==> src/design/ec2d_pkg.sv <==
// ----------------------------------------------------------------------------
// Elastic collision package
// Shared constants, status codes, divider step and pipeline side-band types.
// ----------------------------------------------------------------------------
package ec2d_pkg;

	localparam int DIV_STEPS = 34;
	localparam int DEN_W     = 29;
	localparam int DIR_MSB   = 13;

	localparam logic [1:0] ST_OK         = 2'd0;
	localparam logic [1:0] ST_COINCIDENT = 2'd1;
	localparam logic [1:0] ST_ZERO_MASS  = 2'd2;
	localparam logic [1:0] ST_SAT        = 2'd3;

	typedef struct packed {
		logic [DEN_W-1:0]     rem;
		logic [DIV_STEPS-1:0] nq;
	} div_state_t;

	typedef struct packed {
		logic signed [31:0] vax;
		logic signed [31:0] vay;
		logic signed [31:0] vbx;
		logic signed [31:0] vby;
		logic [1:0]         stat;
		logic [23:0]        ma_m;
		logic [23:0]        mb_m;
		logic [24:0]        ms_m;
		logic               sma;
		logic               smb;
		logic               sms;
		logic               sqx;
		logic               sqy;
		logic [3:0]         neg;
		logic [3:0]         ovf;
	} side_t;

	function automatic div_state_t div_step(input div_state_t cur,
			input logic [DEN_W-1:0] den);
		logic [DEN_W:0] t;
		logic           hit;
		div_state_t     nxt;
		t   = {cur.rem, cur.nq[DIV_STEPS-1]};
		hit = (t >= {1'b0, den});
		if (hit) begin
			t = t - {1'b0, den};
		end
		nxt.rem = t[DEN_W-1:0];
		nxt.nq  = {cur.nq[DIV_STEPS-2:0], hit};
		return nxt;
	endfunction

endpackage

==> src/design/ec2d_div.sv <==
// ----------------------------------------------------------------------------
// Pipelined restoring divider
// Unsigned division, one quotient bit per register stage, stalls with en.
// ----------------------------------------------------------------------------
module ec2d_div import ec2d_pkg::*; (
	input  logic                 clk,
	input  logic                 en,
	input  div_state_t           start,
	input  logic [DEN_W-1:0]     den,
	output logic [DIV_STEPS-1:0] quo
);

	div_state_t       step_s [DIV_STEPS];
	logic [DEN_W-1:0] den_s  [DIV_STEPS];

	always_ff @(posedge clk) begin
		if (en) begin
			step_s[0] <= div_step(start, den);
			den_s[0]  <= den;
			for (int k = 1; k < DIV_STEPS; k++) begin
				step_s[k] <= div_step(step_s[k-1], den_s[k-1]);
				den_s[k]  <= den_s[k-1];
			end
		end
	end

	assign quo = step_s[DIV_STEPS-1].nq;

endmodule

==> config.mk <==
export PLATFORM = sky130hd
export DESIGN_NAME = ec2d_div
export DESIGN_NICKNAME = d
export VERILOG_FILES = /design/src/design/ec2d_pkg.sv /design/src/design/ec2d_div.sv
export SDC_FILE = /design/constraint.sdc
export NUM_CORES = 2
export LEC_CHECK = 0
export BUFFER_PORTS_ARGS = -buffer_cell sky130_fd_sc_hd__buf_2
export CORE_MARGIN = 2
export CORE_UTILIZATION = 55
export CTS_CLUSTER_SIZE = 16
export DETAILED_ROUTE_END_ITERATION = 10
export PLACE_DENSITY = 0.71
export SLEW_MARGIN = 15
export SYNTH_ARGS = -nofsm -noshare
export SYNTH_HDL_FRONTEND = slang
export SYNTH_SLANG_ARGS = --single-unit
==> constraint.sdc <==
create_clock -name clk -period 3.3 [get_ports clk]
set_input_delay 0.33 -clock clk [delete_from_list [all_inputs] [get_ports clk]]
set_output_delay 0.33 -clock clk [all_outputs]
set_load 0.005 [all_outputs]
-- Word level (Yosys, flattened, before mapping)
Memories as Yosys holds them, arrays and structs flattened.
Index checks and enable logic that the tools add are counted.
W data, S select, Z words.
- add/sub/neg operators: 34
- order comparisons: 34
- multiplexer cells: 70
- operators with widths (kind ; number):
    $mux W29 ; 68
    $ge A30 B29 Y1 ; 34
    $sub A29 B29 Y29 ; 34
    $mux W1 ; 2
- bits in registers: 0
- bits in writable memories: 3128
- output and inout bits: 34
- logic and storage cells: 140
- memories: 2
- memory list (name ; words ; bits a word ; rd ports ; clocked after Yosys merged registers in ; wr ports ; RTL line ; text):
    step_s ; 34 ; 63 ; 34 ; 0 ; 34 ; ec2d_div.sv:13 ; div_state_t step_s [DIV_STEPS];
    den_s ; 34 ; 29 ; 33 ; 0 ; 34 ; ec2d_div.sv:14 ; logic [DEN_W-1:0] den_s [DIV_STEPS];

-- Logic depth before layout (Yosys ltp)
An unclocked memory read counts as a cell.
- depth in word-level cells: 4
- mapped depth: 16
- gate-level depth less buffers: 14

-- Worst setup path before layout
No wires, ideal clock.
- kind: input to register
- start: input start[33] (netlist bit)
- end: memory step_s[0][35] (netlist bit), data pin
- setup time: 0.260 ns
- arrival: 3.248 ns
- required time: 3.040 ns
- setup slack: -0.208 ns
- stages: 14
- path through: inv_1 -> ha_1 -> inv_1 -> fa_1 -> a211oi_1 -> o21bai_1 -> o21ai_1 -> a311oi_1 -> a211oi_2 -> o21ai_1 -> o211a_1 -> a2111oi_2 -> buf_2 -> mux2_2
- RTL lines (element ; RTL line ; text):
    from (decl) ; ec2d_div.sv:8 ; input div_state_t start,
    to (decl) ; ec2d_div.sv:13 ;

==> out/results.ini <==
[drt]
drt-met1-wl_mm = 162
dr.max_layer_used = met4
wl_per_cell_um = 20.5
via_count = 104000
wirelength_mm = 375
drtIter0Drc = 8533
wl_met3_mm = 17.4
dr.pass1.iters = 8
vias_per_cell = 5.67
ant_nets = 0
drc = 0
wl_met2_mm = 184

[floorplan]
core_mm2 = 0.276
boundaryPins = 128
fp.dieW_um = 531
die_area_mm2 = 0.282
row_count = 193
start_util_pct = 55.3
die_h_um = 531

[layout]
area_growth_pct = 23.6
stdcell_area_mm2 = 0.189
drive_above_1_share_pct = 23.9
nets = 15400

[grt]
grt-ovfl-total = 0
grt_pass1_vias = 101000
grtUsageTotal_pct = 25.5
antenna_found_initial = 3
grt_max_degree = 169
grt_pass1_wl_mm = 565

[synth]
synth.distinct_cells = 99
synth_area_leader_cell = edfxtp_1
synth_common_cells = edfxtp_1, inv_1, ha_1, a21oi_1, nand2_1
yosys_most_used_dff = edfxtp_1
synth-seq-cells = 3070
synth_area_leaders = edfxtp_1, ha_1, inv_1
yosys_warnings = 0
mappedNetlistNets = 13400
async_reset_ff_share_pct = 0
avgSynthCellArea_um2 = 12.4
synth.top_cell.area_share_pct = 60.3
synth_edf_count = 3070
syn_area_mm2 = 0.153
synth_most_common_cell = edfxtp_1
synthCells = 12300
ys_seq_area_share_pct = 60.3

[setup_path]
endpoint_kind = register
worstPathMaxFanout = 7
arrival_ns = 4.14
path_class = reg2reg
worstPathRequired_ns = 3.94
start_kind = register

[power]
pwr-share-clk_pct = 18.4
vdd_drop_max_uv = 703
powerDensity_mw_per_mm2 = 1040
swShare_pct = 36.5
p_int_mw = 124
comb_power_share_pct = 49.7
switching_power_mw = 71.5
p_leak_nw = 77.4
seqPwrFrac_pct = 31.9

[timing]
setup_ws_ns = -0.208
finalHoldViolCount = 0
min_period_ns = 3.51
relSlewSlack_pct = 11.2
tightestPinTransition_ns = 1.32
max_clock_freq_mhz = 285
fin_skew_ns = 0.0561
setup_violations = 289
period_share_pct = 106
maxSlewViolCount = 0
rsz0062_at_grt = yes

[placed_design]
portBuffers = 127
dp_hpwl_mm = 263
dp_worst_setup_slack_ns = -0.764
globalplace.congestion = 0.940
dpl_cell_area_mm2 = 0.168

[clock_network]
cts_max_level = 5
ctsLongestPathBuffers = 4
clk_pin_slew_worst_paths_ns = 0.06
cts_made_buffers = 323
cts.sinks = 3070
cts_tree = yes
cts_root_buf = clkbuf_16
clk-insertion-delay-late_ns = 0.93

[flow_run]
cap_violations = 0

[min_path]
hold_class = in2reg

[outcome]
outcome = finished with violations
violations = setup timing

-- cells in the final DEF, fill, tap and decap left out, types with 54 or more instances in the layout --
| cell type | Yosys | routed |
|---|---|---|
| xor2_1 | 360 | 359 |
| xnor2_1 | 450 | 450 |
| dlygate4sd3_1 | 0 | 94 |
| o21bai_1 | 90 | 87 |
| mux2_4 | 6 | 126 |
| clkbuf_1 | 177 | 55 |
| a211oi_1 | 83 | 54 |
| nor2_1 | 634 | 589 |
| a21oi_2 | 1 | 90 |
| clkbuf_16 | 0 | 354 |
| nand3_1 | 178 | 171 |
| nand2_4 | 0 | 70 |
| buf_6 | 6 | 74 |
| inv_1 | 1238 | 1194 |
| nor2b_1 | 137 | 116 |
| o21ai_1 | 35 | 100 |
| and3_1 | 94 | 91 |
| buf_4 | 3 | 1438 |
| nor3_1 | 140 | 124 |
| buf_12 | 0 | 86 |
| buf_2 | 38 | 124 |
| a21oi_1 | 920 | 813 |
| o211ai_1 | 60 | 60 |
| o21ai_0 | 826 | 596 |
| o21a_1 | 116 | 112 |
| a21o_1 | 424 | 424 |
| ha_4 | 0 | 55 |
| ha_1 | 986 | 910 |
| o21ai_2 | 1 | 150 |
| edfxtp_1 | 3070 | 3070 |
| clkinv_1 | 0 | 60 |
| mux2_2 | 300 | 181 |
| a31oi_1 | 114 | 91 |
| nand2b_1 | 119 | 108 |
| nand4_1 | 148 | 148 |
| nand2_1 | 845 | 735 |
-- what timing repair did --
item | CTS | global route
cloned | 37 | 32
gates resized for setup | 582 | 1012
endpoints found under the hold margin | 99 | 3
setup endpoints to repair | 793 | 924
pin swaps | 176 | 399
setup buffers | 134 | 184
hold buffers | 94 | 3
-- final cells by class --
type	instances	area [um^2]
well taps	3705	4640
repair buffers	1876	16300
clock buffers	382	8390
multi-input cells	7782	60500
fillers	19700	87700
clock inverters	203	2110
diodes	1	2.50
repair inverters	1	6.26
inverters	1240	4690
flip-flops and latches	3070	92200
-- kinds of logic (layout without fill, tap and decap cells) --
group	count (synthesis)	count (layout)	synth area share, %
flip-flops	3070	3070	60.3
XOR/XNOR	810	810	4.64
adder cells (fa/ha/maj)	1019	1019	8.51
AND/OR/NAND/NOR	2541	2542	7.86
buffers and inverters	1481	3702	3.72
AO/OA/AOI/OAI	3069	3073	12.5
other	0	1	0
multiplexers	338	338	2.48
-- layer usage --
layer / vias to the layer above / track usage, %
met4: 0 / 7.34
met1: 50400 / 34.5
met5: - / 0
met2: 2789 / 43.5
met3: 730 / 2.82
li1: 49500 / -
-- worst paths after layout --
| kind | start | to | slack, ns | depth (start not counted) |
|---|---|---|---|---|
| setup / recovery | step_s[19][33] | step_s[20][62] | -0.21 | 15 |
| hold / removal | start[33] | step_s[0][34] | 0.03 | 4 |
| setup reg to reg | step_s[19][33] | step_s[20][62] | -0.21 | 15 |
| hold reg to reg | step_s[23][6] | step_s[24][7] | 0.40 | 0 |
-- registers in the layout, summed over array words and instances, names as in the netlist --
name,cells
den_s,957
step_s,2113
-- power groups by stage --
stage / logic (mW) / clock network, mW / registers (mW)
after global routing: 106 / 38.3 / 63.1
after detailed placement: 79.0 / 0 / 62.7
final: 97.4 / 36.0 / 62.4
after floorplan: 53.4 / 0 / 59.1
after global placement: 77.2 / 0 / 62.6
after CTS: 87.1 / 36.8 / 62.1
-- through the flow --
stage / std cells / utilization (%) / TNS, ns / hold slack [ns] / power, mW
after floorplan: 12300 / - / -0.176 / 0.400 / 113
after global placement: 17200 / 60.7 / -81.73 / 0.400 / 140
after detailed placement: 17200 / 60.7 / -116.67 / 0.405 / 142
after CTS: 18100 / 66.3 / -15.74 / 0.0430 / 186
after global routing: 18300 / 68.3 / -73.66 / 0.0201 / 207
final: 18300 / 68.3 / -23.24 / 0.0346 / 196
-- critical path: stages, from the launching register on --
cell and delay, ns:
edfxtp_1 0.37, inv_2 0.08, ha_4 0.14, fa_2 0.23
nor2b_4 0.05, o31ai_4 0.27, a21oi_2 0.11, o21bai_1 0.25
a21boi_2 0.12, o41ai_4 0.42, o21ai_2 0.14, a211oi_4 0.31
o21ai_4 0.13, buf_6 0.17, buf_12 0.14, mux2_4 0.30
No activity file was read; power rests on OpenSTA's default activity.
